===== config.mk =====
export PLATFORM = sky130hd
export DESIGN_NAME = dma_block_and_list_transfer
export DESIGN_NICKNAME = d
export VERILOG_FILES = /design/src/rtl/core/dmablt_pkg.sv /design/src/rtl/core/dmablt_core.sv /design/src/rtl/core/dmablt_rsp_fifo.sv /design/src/rtl/core/dma_block_and_list_transfer.sv
export VERILOG_INCLUDE_DIRS = /design/src /design/src/rtl/core
export SDC_FILE = /design/constraint.sdc
export NUM_CORES = 1
export LEC_CHECK = 0
export ABC_AREA = 1
export ABC_CLOCK_PERIOD_IN_PS = 3810
export BUFFER_PORTS_ARGS = -buffer_cell sky130_fd_sc_hd__buf_2
export CORE_UTILIZATION = 55
export DETAILED_ROUTE_END_ITERATION = 8
export MAX_ROUTING_LAYER = met4
export PLACE_DENSITY = 0.72
export SYNTH_ARGS = -nofsm -noshare
export SYNTH_HDL_FRONTEND = slang
export SYNTH_SLANG_ARGS = --single-unit
export TNS_END_PERCENT = 30

===== constraint.sdc =====
create_clock -name clock -period 3.81 [get_ports clock]
set_input_delay 0.762 -clock clock [delete_from_list [all_inputs] [get_ports clock]]
set_output_delay 0.762 -clock clock [all_outputs]
set_load 0.03 [all_outputs]

===== src/rtl/core/assert_macros.svh =====
// assertion macros shared by the rtl of the dma block and list transfer block
// no dependencies; each macro expands to one labeled concurrent assertion
`ifndef ASSERT_MACROS_SVH
`define ASSERT_MACROS_SVH

// property checked on every rising clock edge outside reset
`define DMABLT_ASSERT(label, prop, msg) \
   label: assert property (@(posedge clock) disable iff (reset) prop) else $error(msg);

// condition that must never be seen outside reset
`define DMABLT_NEVER(label, cond, msg) \
   `DMABLT_ASSERT(label, !(cond), msg)

`endif


===== src/rtl/core/dmablt_pkg.sv =====
// types, codes and constants of the dma block and list transfer block
// no dependencies; used by the core, the result queue and the top level
package dmablt_pkg;

   // operation codes of an input transfer
   localparam logic [1:0] OP_START = 2'd0;
   localparam logic [1:0] OP_READ_DATA = 2'd1;
   localparam logic [1:0] OP_WRITE_ACK = 2'd2;

   // result kinds
   localparam logic [2:0] K_READ = 3'd0;
   localparam logic [2:0] K_WRITE = 3'd1;
   localparam logic [2:0] K_GPU = 3'd2;
   localparam logic [2:0] K_DONE = 3'd3;
   localparam logic [2:0] K_ERROR = 3'd4;

   // channel kinds
   localparam logic [1:0] CH_GPU = 2'd0;
   localparam logic [1:0] CH_OT = 2'd1;

   // ordering table end marker
   localparam logic [31:0] OT_END = 32'h00FF_FFFF;

   // result queue geometry
   localparam int FIFO_DEPTH = 4;
   localparam int FIFO_PTR_W = 2;
   localparam int FIFO_CNT_W = 3;

   typedef struct packed {
      logic [23:0] base_address;
      logic [23:0] word_count;
      logic        step_down;
      logic        from_ram;
      logic        linked_list;
      logic [1:0]  channel_kind;
   } cfg_type;

   typedef struct packed {
      logic [2:0]  kind;
      logic [20:0] address;
      logic [31:0] data;
      logic        last;
   } result_type;

   // up to two results caused by one input transfer
   typedef struct packed {
      logic [1:0] count;
      result_type first;
      result_type second;
   } step_type;

   typedef struct packed {
      logic                  valid;
      logic                  room2;
      logic [FIFO_CNT_W-1:0] count;
   } fifo_status_type;

   function automatic result_type make_result(input logic [2:0] kind,
                                              input logic [20:0] address,
                                              input logic [31:0] data);
      result_type r;
      r.kind = kind;
      r.address = address;
      r.data = data;
      r.last = 1'b0;
      return r;
   endfunction

endpackage


===== src/rtl/core/dmablt_core.sv =====
// transfer sequencer: channel state and the results of one input transfer
// depends on dmablt_pkg
module dmablt_core (
   input  logic                clock,
   input  logic                reset,
   input  logic                go,
   input  logic [1:0]          op,
   input  logic [31:0]         rd,
   input  dmablt_pkg::cfg_type cfg,
   output dmablt_pkg::step_type step
);

   localparam logic [1:0] PH_IDLE = 2'd0;
   localparam logic [1:0] PH_BLOCK = 2'd1;
   localparam logic [1:0] PH_HEAD = 2'd2;
   localparam logic [1:0] PH_WORD = 2'd3;

   logic [1:0]  phase_ff, phase_in;
   logic [20:0] cur_ff, cur_in;
   logic [23:0] left_ff, left_in;
   logic [18:0] next_hdr_ff, next_hdr_in;
   logic        end_ff, end_in;
   logic        lat_from_ff, lat_from_in;
   logic        lat_down_ff, lat_down_in;

   logic [20:0] wa, cur_step, wa_step, cur_inc, base_wa, hdr_wa, rd_hdr_wa;
   logic [23:0] left_dec;

   // ordering table word: link to previous address, end marker on the last one
   function automatic dmablt_pkg::result_type ot_result(input logic [20:0] a,
                                                        input logic [23:0] left);
      logic [20:0] prev;
      prev = a - 21'd4;
      return dmablt_pkg::make_result(dmablt_pkg::K_WRITE, a,
                                     (left == 24'd1) ? dmablt_pkg::OT_END
                                                     : {11'd0, prev});
   endfunction

   // address arithmetic
   assign wa = {cur_ff[20:2], 2'b00};
   assign cur_step = lat_down_ff ? (cur_ff - 21'd4) : (cur_ff + 21'd4);
   assign wa_step = {cur_step[20:2], 2'b00};
   assign cur_inc = {cur_ff[20:2] + 19'd1, 2'b00};
   assign base_wa = {cfg.base_address[20:2], 2'b00};
   assign hdr_wa = {next_hdr_ff, 2'b00};
   assign rd_hdr_wa = {rd[20:2], 2'b00};
   assign left_dec = left_ff - 24'd1;

   // next state and results
   always_comb begin
      dmablt_pkg::result_type r0, r1;
      logic [1:0] n;
      logic       bad;
      r0 = '0;
      r1 = '0;
      n = 2'd0;
      bad = 1'b0;
      phase_in = phase_ff;
      cur_in = cur_ff;
      left_in = left_ff;
      next_hdr_in = next_hdr_ff;
      end_in = end_ff;
      lat_from_in = lat_from_ff;
      lat_down_in = lat_down_ff;

      if (op == dmablt_pkg::OP_START) begin
         if (phase_ff == PH_IDLE) begin
            cur_in = cfg.base_address[20:0];
            lat_from_in = cfg.from_ram;
            lat_down_in = cfg.step_down;
            if (cfg.linked_list) begin
               if (!cfg.from_ram || cfg.channel_kind != dmablt_pkg::CH_GPU) begin
                  r0 = dmablt_pkg::make_result(dmablt_pkg::K_ERROR, '0, '0);
                  n = 2'd1;
               end else begin
                  left_in = '0;
                  end_in = 1'b0;
                  phase_in = PH_HEAD;
                  r0 = dmablt_pkg::make_result(dmablt_pkg::K_READ, base_wa, '0);
                  n = 2'd1;
               end
            end else begin
               bad = cfg.from_ram ? (cfg.channel_kind != dmablt_pkg::CH_GPU)
                                  : (cfg.channel_kind != dmablt_pkg::CH_OT);
               n = 2'd1;
               if (bad) begin
                  r0 = dmablt_pkg::make_result(dmablt_pkg::K_ERROR, '0, '0);
               end else begin
                  left_in = cfg.word_count;
                  if (cfg.word_count == 24'd0) begin
                     r0 = dmablt_pkg::make_result(dmablt_pkg::K_DONE, '0, '0);
                  end else begin
                     phase_in = PH_BLOCK;
                     if (cfg.from_ram) begin
                        r0 = dmablt_pkg::make_result(dmablt_pkg::K_READ, base_wa, '0);
                     end else begin
                        r0 = ot_result(base_wa, cfg.word_count);
                     end
                  end
               end
            end
         end
      end else begin
         unique case (phase_ff)
            PH_BLOCK: begin
               if (lat_from_ff ? (op == dmablt_pkg::OP_READ_DATA)
                               : (op == dmablt_pkg::OP_WRITE_ACK)) begin
                  cur_in = cur_step;
                  left_in = left_dec;
                  if (lat_from_ff) begin
                     r0 = dmablt_pkg::make_result(dmablt_pkg::K_GPU, wa, rd);
                     if (left_dec == 24'd0) begin
                        r1 = dmablt_pkg::make_result(dmablt_pkg::K_DONE, '0, '0);
                     end else begin
                        r1 = dmablt_pkg::make_result(dmablt_pkg::K_READ, wa_step, '0);
                     end
                     n = 2'd2;
                  end else begin
                     if (left_dec == 24'd0) begin
                        r0 = dmablt_pkg::make_result(dmablt_pkg::K_DONE, '0, '0);
                     end else begin
                        r0 = ot_result(wa_step, left_dec);
                     end
                     n = 2'd1;
                  end
                  if (left_dec == 24'd0) begin
                     phase_in = PH_IDLE;
                  end
               end
            end
            PH_HEAD: begin
               if (op == dmablt_pkg::OP_READ_DATA) begin
                  left_in = {16'd0, rd[31:24]};
                  end_in = rd[23];
                  next_hdr_in = rd[20:2];
                  n = 2'd1;
                  if (rd[31:24] != 8'd0) begin
                     cur_in = cur_inc;
                     phase_in = PH_WORD;
                     r0 = dmablt_pkg::make_result(dmablt_pkg::K_READ, cur_inc, '0);
                  end else if (rd[23]) begin
                     phase_in = PH_IDLE;
                     r0 = dmablt_pkg::make_result(dmablt_pkg::K_DONE, '0, '0);
                  end else begin
                     cur_in = rd_hdr_wa;
                     r0 = dmablt_pkg::make_result(dmablt_pkg::K_READ, rd_hdr_wa, '0);
                  end
               end
            end
            PH_WORD: begin
               if (op == dmablt_pkg::OP_READ_DATA) begin
                  r0 = dmablt_pkg::make_result(dmablt_pkg::K_GPU, wa, rd);
                  n = 2'd2;
                  left_in = left_dec;
                  if (left_dec != 24'd0) begin
                     cur_in = cur_inc;
                     r1 = dmablt_pkg::make_result(dmablt_pkg::K_READ, cur_inc, '0);
                  end else if (end_ff) begin
                     phase_in = PH_IDLE;
                     r1 = dmablt_pkg::make_result(dmablt_pkg::K_DONE, '0, '0);
                  end else begin
                     cur_in = hdr_wa;
                     phase_in = PH_HEAD;
                     r1 = dmablt_pkg::make_result(dmablt_pkg::K_READ, hdr_wa, '0);
                  end
               end
            end
            default: begin
               // idle: responses are ignored
            end
         endcase
      end

      // last marks the final result of this transfer
      if (n == 2'd1) begin
         r0.last = 1'b1;
      end
      if (n == 2'd2) begin
         r1.last = 1'b1;
      end
      step.count = n;
      step.first = r0;
      step.second = r1;
   end

   // state registers advance only when a transfer is processed
   always_ff @(posedge clock) begin
      if (reset) begin
         phase_ff <= PH_IDLE;
         cur_ff <= '0;
         left_ff <= '0;
         next_hdr_ff <= '0;
         end_ff <= 1'b0;
         lat_from_ff <= 1'b0;
         lat_down_ff <= 1'b0;
      end else if (go) begin
         phase_ff <= phase_in;
         cur_ff <= cur_in;
         left_ff <= left_in;
         next_hdr_ff <= next_hdr_in;
         end_ff <= end_in;
         lat_from_ff <= lat_from_in;
         lat_down_ff <= lat_down_in;
      end
   end

endmodule


===== src/rtl/core/dmablt_rsp_fifo.sv =====
// result queue: takes up to two results per cycle, hands out one per transfer
// depends on dmablt_pkg
module dmablt_rsp_fifo (
   input  logic                         clock,
   input  logic                         reset,
   input  logic                         push,
   input  dmablt_pkg::step_type         step,
   input  logic                         pop,
   output dmablt_pkg::result_type       head,
   output dmablt_pkg::fifo_status_type  status
);

   localparam int PW = dmablt_pkg::FIFO_PTR_W;
   localparam int CW = dmablt_pkg::FIFO_CNT_W;

   dmablt_pkg::result_type mem_ff [dmablt_pkg::FIFO_DEPTH];
   logic [PW-1:0] wr_ff, wr_in, rd_ff, rd_in;
   logic [CW-1:0] count_ff, count_in;
   logic [1:0]    n;
   logic [PW-1:0] wr_next;

   assign n = push ? step.count : 2'd0;
   assign wr_next = wr_ff + PW'(1);
   assign wr_in = wr_ff + PW'(n);
   assign rd_in = rd_ff + PW'(pop);
   assign count_in = count_ff + CW'(n) - CW'(pop);

   // entry storage
   always_ff @(posedge clock) begin
      if (n != 2'd0) begin
         mem_ff[wr_ff] <= step.first;
      end
      if (n == 2'd2) begin
         mem_ff[wr_next] <= step.second;
      end
   end

   // pointers and fill count
   always_ff @(posedge clock) begin
      if (reset) begin
         wr_ff <= '0;
         rd_ff <= '0;
         count_ff <= '0;
      end else begin
         wr_ff <= wr_in;
         rd_ff <= rd_in;
         count_ff <= count_in;
      end
   end

   assign head = mem_ff[rd_ff];
   assign status.valid = (count_ff != '0);
   assign status.room2 = (count_ff <= CW'(dmablt_pkg::FIFO_DEPTH - 2));
   assign status.count = count_ff;

endmodule


===== src/rtl/core/dma_block_and_list_transfer.sv =====
// One DMA channel controller for block and linked-list transfers.
// Configuration: csr_write with csr_index 0..5 writes base_address,
// word_count, step_down, from_ram, linked_list and channel_kind; other
// indexes are dropped. Write only while the channel is idle.
// Request channel (req_*): a transfer carries an operation (start, read data
// returned, write acknowledged) and the returned read word. Response channel
// (rsp_*): each transfer is one result (read request, memory write, GPU word,
// done, error); last marks the final result of a request.
// A request is taken into the request register and then processed into the result
// queue, whose head is offered as the response.
// Throughput: one request per cycle while the four-entry result queue has room
// for two results; results leave at one per cycle while rsp_stall is low, so
// requests that cause two results fill the queue and then make req_stall rise.
// Reset clears the configuration, the channel state (idle) and the queue.
// While rsp_stall is high the head result holds; the queue fills, then the
// request register holds and req_stall rises.
// depends on dmablt_pkg, dmablt_core, dmablt_rsp_fifo, assert_macros.svh
`include "assert_macros.svh"

module dma_block_and_list_transfer (
   input  logic        clock,
   input  logic        reset,
   input  logic        csr_write,
   input  logic [2:0]  csr_index,
   input  logic [23:0] csr_data,
   input  logic        req_valid,
   output logic        req_stall,
   input  logic [1:0]  req_operation,
   input  logic [31:0] req_read_data,
   output logic        rsp_valid,
   input  logic        rsp_stall,
   output logic [2:0]  rsp_kind,
   output logic [20:0] rsp_address,
   output logic [31:0] rsp_data,
   output logic        rsp_last
);

   localparam logic [2:0] R_BASE = 3'd0;
   localparam logic [2:0] R_COUNT = 3'd1;
   localparam logic [2:0] R_STEP = 3'd2;
   localparam logic [2:0] R_FROM = 3'd3;
   localparam logic [2:0] R_LIST = 3'd4;
   localparam logic [2:0] R_KIND = 3'd5;

   dmablt_pkg::cfg_type         cfg_ff;
   dmablt_pkg::step_type        step;
   dmablt_pkg::result_type      head;
   dmablt_pkg::fifo_status_type fifo_status;

   logic        in_valid_ff;
   logic [1:0]  in_op_ff;
   logic [31:0] in_data_ff;
   logic        go;
   logic        pop;

   // configuration registers
   always_ff @(posedge clock) begin
      if (reset) begin
         cfg_ff <= '0;
      end else if (csr_write) begin
         unique case (csr_index)
            R_BASE: cfg_ff.base_address <= csr_data;
            R_COUNT: cfg_ff.word_count <= csr_data;
            R_STEP: cfg_ff.step_down <= csr_data[0];
            R_FROM: cfg_ff.from_ram <= csr_data[0];
            R_LIST: cfg_ff.linked_list <= csr_data[0];
            R_KIND: cfg_ff.channel_kind <= csr_data[1:0];
            default: begin
               // unused index
            end
         endcase
      end
   end

   // request register
   assign go = in_valid_ff && fifo_status.room2;
   assign req_stall = in_valid_ff && !go;

   always_ff @(posedge clock) begin
      if (reset) begin
         in_valid_ff <= 1'b0;
      end else if (!req_stall) begin
         in_valid_ff <= req_valid;
      end
   end

   always_ff @(posedge clock) begin
      if (req_valid && !req_stall) begin
         in_op_ff <= req_operation;
         in_data_ff <= req_read_data;
      end
   end

   dmablt_core u_core (
      .clock (clock),
      .reset (reset),
      .go    (go),
      .op    (in_op_ff),
      .rd    (in_data_ff),
      .cfg   (cfg_ff),
      .step  (step)
   );

   // result queue and response channel
   assign pop = fifo_status.valid && !rsp_stall;

   dmablt_rsp_fifo u_rsp_fifo (
      .clock  (clock),
      .reset  (reset),
      .push   (go),
      .step   (step),
      .pop    (pop),
      .head   (head),
      .status (fifo_status)
   );

   assign rsp_valid = fifo_status.valid;
   assign rsp_kind = head.kind;
   assign rsp_address = head.address;
   assign rsp_data = head.data;
   assign rsp_last = head.last;

   // checks
   `DMABLT_NEVER(a_fifo_bound, fifo_status.count > 3'(dmablt_pkg::FIFO_DEPTH), "queue overflow")
   `DMABLT_ASSERT(a_end_last, rsp_valid && rsp_kind > dmablt_pkg::K_GPU |-> rsp_last, "end not last")
   `DMABLT_ASSERT(a_req_hold, req_stall |=> $stable({in_valid_ff, in_op_ff, in_data_ff}), "hold lost")

endmodule


==> report_table.html <==
<table>
<tr><th>Metric</th><th>Value</th></tr>
<tr><th colspan="2">Power</th></tr>
<tr><td>Switching part of the total power</td><td>0.370</td></tr>
<tr><td>Comb pwr share</td><td>0.290</td></tr>
<tr><td>Total power of the final layout</td><td>12.4 mW</td></tr>
<tr><td>Internal power component</td><td>7.84 mW</td></tr>
<tr><td>Power density over the cells</td><td>525 mW/mm²</td></tr>
<tr><td>Worst IR Drop VDD</td><td>0.000385 V</td></tr>
<tr><td>Clock group share of total power</td><td>0.347</td></tr>
<tr><td>Power spent charging and discharging nets</td><td>4.60 mW</td></tr>
<tr><td>Power share of the sequential group</td><td>0.362</td></tr>
<tr><td>Pleak</td><td>10.8 nW</td></tr>
<tr><th colspan="2">Logic synthesis</th></tr>
<tr><td>Post-synthesis sequential area ratio</td><td>0.414</td></tr>
<tr><td>FF+latch count, synth</td><td>377</td></tr>
<tr><td>Cell area after synthesis</td><td>0.0212 mm²</td></tr>
<tr><td>Number of warnings reported in the yosys synthesis log</td><td>0</td></tr>
<tr><td>Distinct cells, synth</td><td>49</td></tr>
<tr><td>Number of instances in the synthesized netlist</td><td>3,171</td></tr>
<tr><td>Post-synthesis area per instance</td><td>6.67 µm²</td></tr>
<tr><th colspan="2">Placed design</th></tr>
<tr><td>Number of placed instances with taps included</td><td>3,691</td></tr>
<tr><td>Cell area reported after detailed placement</td><td>0.0222 mm²</td></tr>
<tr><td>Worst setup slack after placement</td><td>0.363 ns</td></tr>
<tr><td>Placer's final routability congestion estimate</td><td>1.06</td></tr>
<tr><td>HPWL reported at the end of detailed placement</td><td>55.9 mm</td></tr>
<tr><td>Count of port buffers added during placement</td><td>122</td></tr>
<tr><th colspan="2">Outcome</th></tr>
<tr><td>Result of the run</td><td>complete, but fails checks</td></tr>
<tr><td>Violations in the final reports</td><td>DRC</td></tr>
<tr><th colspan="2">Die</th></tr>
<tr><td>Initial Utilization</td><td>0.561</td></tr>
<tr><td>Die Footprint</td><td>0.0393 mm²</td></tr>
<tr><td>Height of the chip</td><td>198 µm</td></tr>
<tr><td>Core Rows</td><td>71</td></tr>
<tr><td>Die X-Extent</td><td>198 µm</td></tr>
<tr><td>Total I/O pin count</td><td>125</td></tr>
<tr><td>Floorplan core area</td><td>0.0378 mm²</td></tr>
<tr><th colspan="2">Hold path</th></tr>
<tr><td>Capture endpoint of the worst hold path</td><td>in_data_ff[0]$_DFFE_PP_</td></tr>
<tr><td>Hold Path Depth</td><td>1</td></tr>
<tr><td>Worst hold-check path type</td><td>input pin to flip-flop</td></tr>
<tr><td>Worst Hold Launch</td><td>req_read_data[0]</td></tr>
<tr><th colspan="2">Setup path</th></tr>
<tr><td>CP Data Required Time</td><td>4.28 ns</td></tr>
<tr><td>Worst Reg-to-Reg Cells</td><td>17</td></tr>
<tr><td>Crit path max fanout</td><td>35</td></tr>
<tr><td>End of the worst register-to-register path</td><td>u_rsp_fifo.mem_ff[3][39]$_DFFE_PP_</td></tr>
<tr><td>Crit start category</td><td>flip-flop</td></tr>
<tr><td>Register-to-register setup slack</td><td>0.11 ns</td></tr>
<tr><td>Launch point of the worst reg-to-reg path</td><td>u_core.left_ff[0]$_SDFFE_PP0P_</td></tr>
<tr><td>Crit path DAT</td><td>4.16 ns</td></tr>
<tr><td>CP endpoint kind</td><td>flip-flop</td></tr>
<tr><td>Type of the worst setup path</td><td>flip-flop to flip-flop</td></tr>
<tr><th colspan="2">Timing</th></tr>
<tr><td>Final Hold Violating Endpoints</td><td>0</td></tr>
<tr><td>Slew headroom</td><td>0.239</td></tr>
<tr><td>Finish-stage setup viols</td><td>0</td></tr>
<tr><td>Sum of negative setup slack</td><td>0 ns</td></tr>
<tr><td>Final period utilization</td><td>0.970</td></tr>
<tr><td>Max Freq</td><td>0.271 GHz</td></tr>
<tr><td>Slew at the pin closest to its max-slew limit</td><td>1.14 ns</td></tr>
<tr><td>Final critical delay including setup and external delays</td><td>3.70 ns</td></tr>
<tr><td>Worst Slack Setup Final</td><td>0.115 ns</td></tr>
<tr><td>Slew Viols, Final</td><td>0</td></tr>
<tr><td>RSZ-0062 raised after global routing</td><td>no</td></tr>
<tr><td>Post-route clock skew</td><td>0.0429 ns</td></tr>
<tr><th colspan="2">Clocking</th></tr>
<tr><td>Worst-Skew Late Latency</td><td>0.62 ns</td></tr>
<tr><td>Hold bufs inserted after CTS</td><td>0</td></tr>
<tr><td>Clock-pin slew on the worst setup and hold paths</td><td>0.06 ns</td></tr>
<tr><td>Clk root buf</td><td>sky130_fd_sc_hd__clkbuf_16</td></tr>
<tr><td>Buffer depth of the longest clock path</td><td>3</td></tr>
<tr><td>CTS sink cnt</td><td>377</td></tr>
<tr><td>Postcts setup bufs</td><td>0</td></tr>
<tr><td>CTS H-tree depth</td><td>2</td></tr>
<tr><td>Post-cts repair resize count</td><td>0</td></tr>
<tr><td>CTS tree</td><td>done</td></tr>
<tr><td>Number of clock buffers inserted by TritonCTS</td><td>42</td></tr>
<tr><th colspan="2">Cells and area</th></tr>
<tr><td>Ratio of cells with drive above 1 in the final layout</td><td>0.0964</td></tr>
<tr><td>Diode count</td><td>0</td></tr>
<tr><td>Count of filler cells inserted in the layout</td><td>3,548</td></tr>
<tr><td>Area Overhead vs Synth</td><td>12.0%</td></tr>
<tr><td>Final Instance Count excl. Fillers</td><td>3,768</td></tr>
<tr><td>Number of nets at the end of the flow</td><td>3,303</td></tr>
<tr><td>Final cell area excluding filler cells</td><td>0.0237 mm²</td></tr>
<tr><th colspan="2">Job</th></tr>
<tr><td>MaxCap Viol Count</td><td>0</td></tr>
<tr><th colspan="2">Route</th></tr>
<tr><td>Wire length per cell after detailed routing</td><td>21.0 µm</td></tr>
<tr><td>Total vias in the final route</td><td>22,442</td></tr>
<tr><td>Number of antenna-violating nets in the routed design</td><td>0</td></tr>
<tr><td>Final routed wirelength across all metal layers</td><td>79.3 mm</td></tr>
<tr><td>DR iter-0 viols</td><td>2,757</td></tr>
<tr><td># DRC</td><td>2</td></tr>
<tr><td>Number of vias per cell after detailed routing</td><td>5.96</td></tr>
<tr><td>Detailed-routing iteration count for the pre-antenna-repair pass</td><td>9</td></tr>
<tr><th colspan="2">Global route</th></tr>
<tr><td>Via count of the first global-routing pass</td><td>20,240</td></tr>
<tr><td>Initial antenna violation count</td><td>0</td></tr>
<tr><td>GR Util All Layers</td><td>0.412</td></tr>
<tr><td>Wire length of the first global-routing pass</td><td>119 mm</td></tr>
<tr><td>Pin count of the biggest net entering global routing</td><td>99</td></tr>
<tr><td>Total global routing overflow</td><td>0</td></tr>
</table>
==> stage by stage <==
step           hold WS, ns  utilization
6_report             0.310        0.628
5_1_grt              0.309        0.628
4_1_cts              0.302        0.628
3_5_place_dp         0.435        0.589
3_3_place_gp         0.431        0.589
2_1_floorplan        0.421            -
==> kinds of logic after synthesis <==
group	synth area share
AOI/OAI and AO/OA	0.165
xor gates and xnor gates	0.0157
adders and majority gates	0.00804
buffers and inverters	0.0789
DFF	0.414
other	0.000177
and+or+nand+nor	0.318
==> placed cells by master, fill, tap and decap left out, drive strengths merged, types with 14 or more instances in the layout <==
cell,n
nor2,396
o21ai,351
dfxtp,255
clkbuf,61
inv,237
o22ai,73
nand4,24
nand3,142
clkinv,17
edfxtp,122
xnor2,14
nand2,1076
o211ai,33
buf,191
a21oi,147
xor2,24
nor3,22
==> power by group through the flow <==
stage	clock, mW	sequential (mW)	combinational [mW]
floorplan	0	4.45	2.54
global placement	0	4.58	3.53
detailed placement	0	4.58	3.56
CTS	4.32	4.50	3.58
global route	4.49	4.52	3.92
finish	4.32	4.51	3.61
==> how the worst max path moves through the flow <==
stage / slack (ns) / endpoint / startpoint
4_1_cts: 0.28 / u_rsp_fifo.mem_ff[3][39]$_DFFE_PP_ / u_core.left_ff[0]$_SDFFE_PP0P_
3_3_place_gp: 0.41 / u_rsp_fifo.mem_ff[3][42]$_DFFE_PP_ / u_core.left_ff[0]$_SDFFE_PP0P_
6_report: 0.11 / u_rsp_fifo.mem_ff[3][39]$_DFFE_PP_ / u_core.left_ff[0]$_SDFFE_PP0P_
2_1_floorplan: 1.09 / u_rsp_fifo.mem_ff[1][15]$_SDFFE_PP0P_ / u_core.cur_ff[2]$_SDFFE_PP0P_
5_1_grt: 0.007 / u_rsp_fifo.mem_ff[3][39]$_DFFE_PP_ / u_core.left_ff[0]$_SDFFE_PP0P_
3_5_place_dp: 0.36 / u_rsp_fifo.mem_ff[3][39]$_DFFE_PP_ / u_core.left_ff[0]$_SDFFE_PP0P_
==> worst max-delay path: stages (launching register included) <==
cell and delay, ns:
sky130_fd_sc_hd__dfxtp_1 0.35, sky130_fd_sc_hd__inv_2 0.09, sky130_fd_sc_hd__ha_1 0.30, sky130_fd_sc_hd__inv_1 0.10
sky130_fd_sc_hd__nor2_1 0.30, sky130_fd_sc_hd__nand2_1 0.11, sky130_fd_sc_hd__xor2_1 0.18, sky130_fd_sc_hd__nand2_1 0.07
sky130_fd_sc_hd__nor2_1 0.22, sky130_fd_sc_hd__nand3_1 0.15, sky130_fd_sc_hd__clkinv_1 0.14, sky130_fd_sc_hd__nand2_4 0.29
sky130_fd_sc_hd__buf_4 0.35, sky130_fd_sc_hd__nand2_1 0.09, sky130_fd_sc_hd__nand2_1 0.07, sky130_fd_sc_hd__o21ai_1 0.46
sky130_fd_sc_hd__nand2_1 0.13, sky130_fd_sc_hd__nand2_1 0.11
==> registers in the layout, indices dropped and copies added (netlist names), 2 cells and up <==
signal,count
u_core.cur_ff,19
u_rsp_fifo.count_ff,3
in_data_ff,32
u_rsp_fifo.rd_ff,2
cfg_ff,48
u_core.phase_ff,2
in_op_ff,2
u_core.left_ff,24
u_rsp_fifo.wr_ff,2
u_core.next_hdr_ff,19
u_rsp_fifo.mem_ff,220
==> per-layer routing <==
metal / vias up / global-route usage / share of wire
li1: 10461 / - / -
met5: - / - / 0
met3: 196 / 0.107 / 0.13
met1: 10352 / 0.548 / 0.40
met4: 0 / 0.149 / 0.039
met2: 1433 / 0.601 / 0.43
==> final cells by class <==
cell class	instances	area [µm²]	area share
timing repair buffer	191	1170	0.0492
clock inverter	16	205	0.00866
multi-input combinational	2371	10800	0.454
inverter	241	906	0.0382
sequential	377	8770	0.370
clock buffer	61	1250	0.0529
tap	511	639	0.0270
==> Yosys cell counts, drive strengths merged <==
library cell  instances  area, µm²
nand2              1076       4050
nor2                396       1570
o21ai               351       1770
dfxtp               255       5100
inv                 236        886
a21oi               147        736
nand3               142        716
clkbuf              124        465
edfxtp              122       3660
o22ai                73        463
buf                  59        300
o211ai               33        248
nand4                24        150
xor2                 24        210
nor3                 22        120
xnor2                14        123
ha                   12        150
a221oi               11       96.3
or2                   7       43.8
a211oi                6       45.0
nor4                  6       37.5
a31oi                 5       31.3
clkinv                5       18.8
a22oi                 3       22.5
and2                  3       18.8
a32oi                 2       17.5
nand3b                2       15.0
o21bai                2       15.0
o221a                 2       22.5
a22o                  1       8.76
conb                  1       3.75
fa                    1       20.0
nor3b                 1       7.51
o21a                  1       7.51
o31ai                 1       7.51
or4                   1       7.51
(Power assumes the default switching activity.)
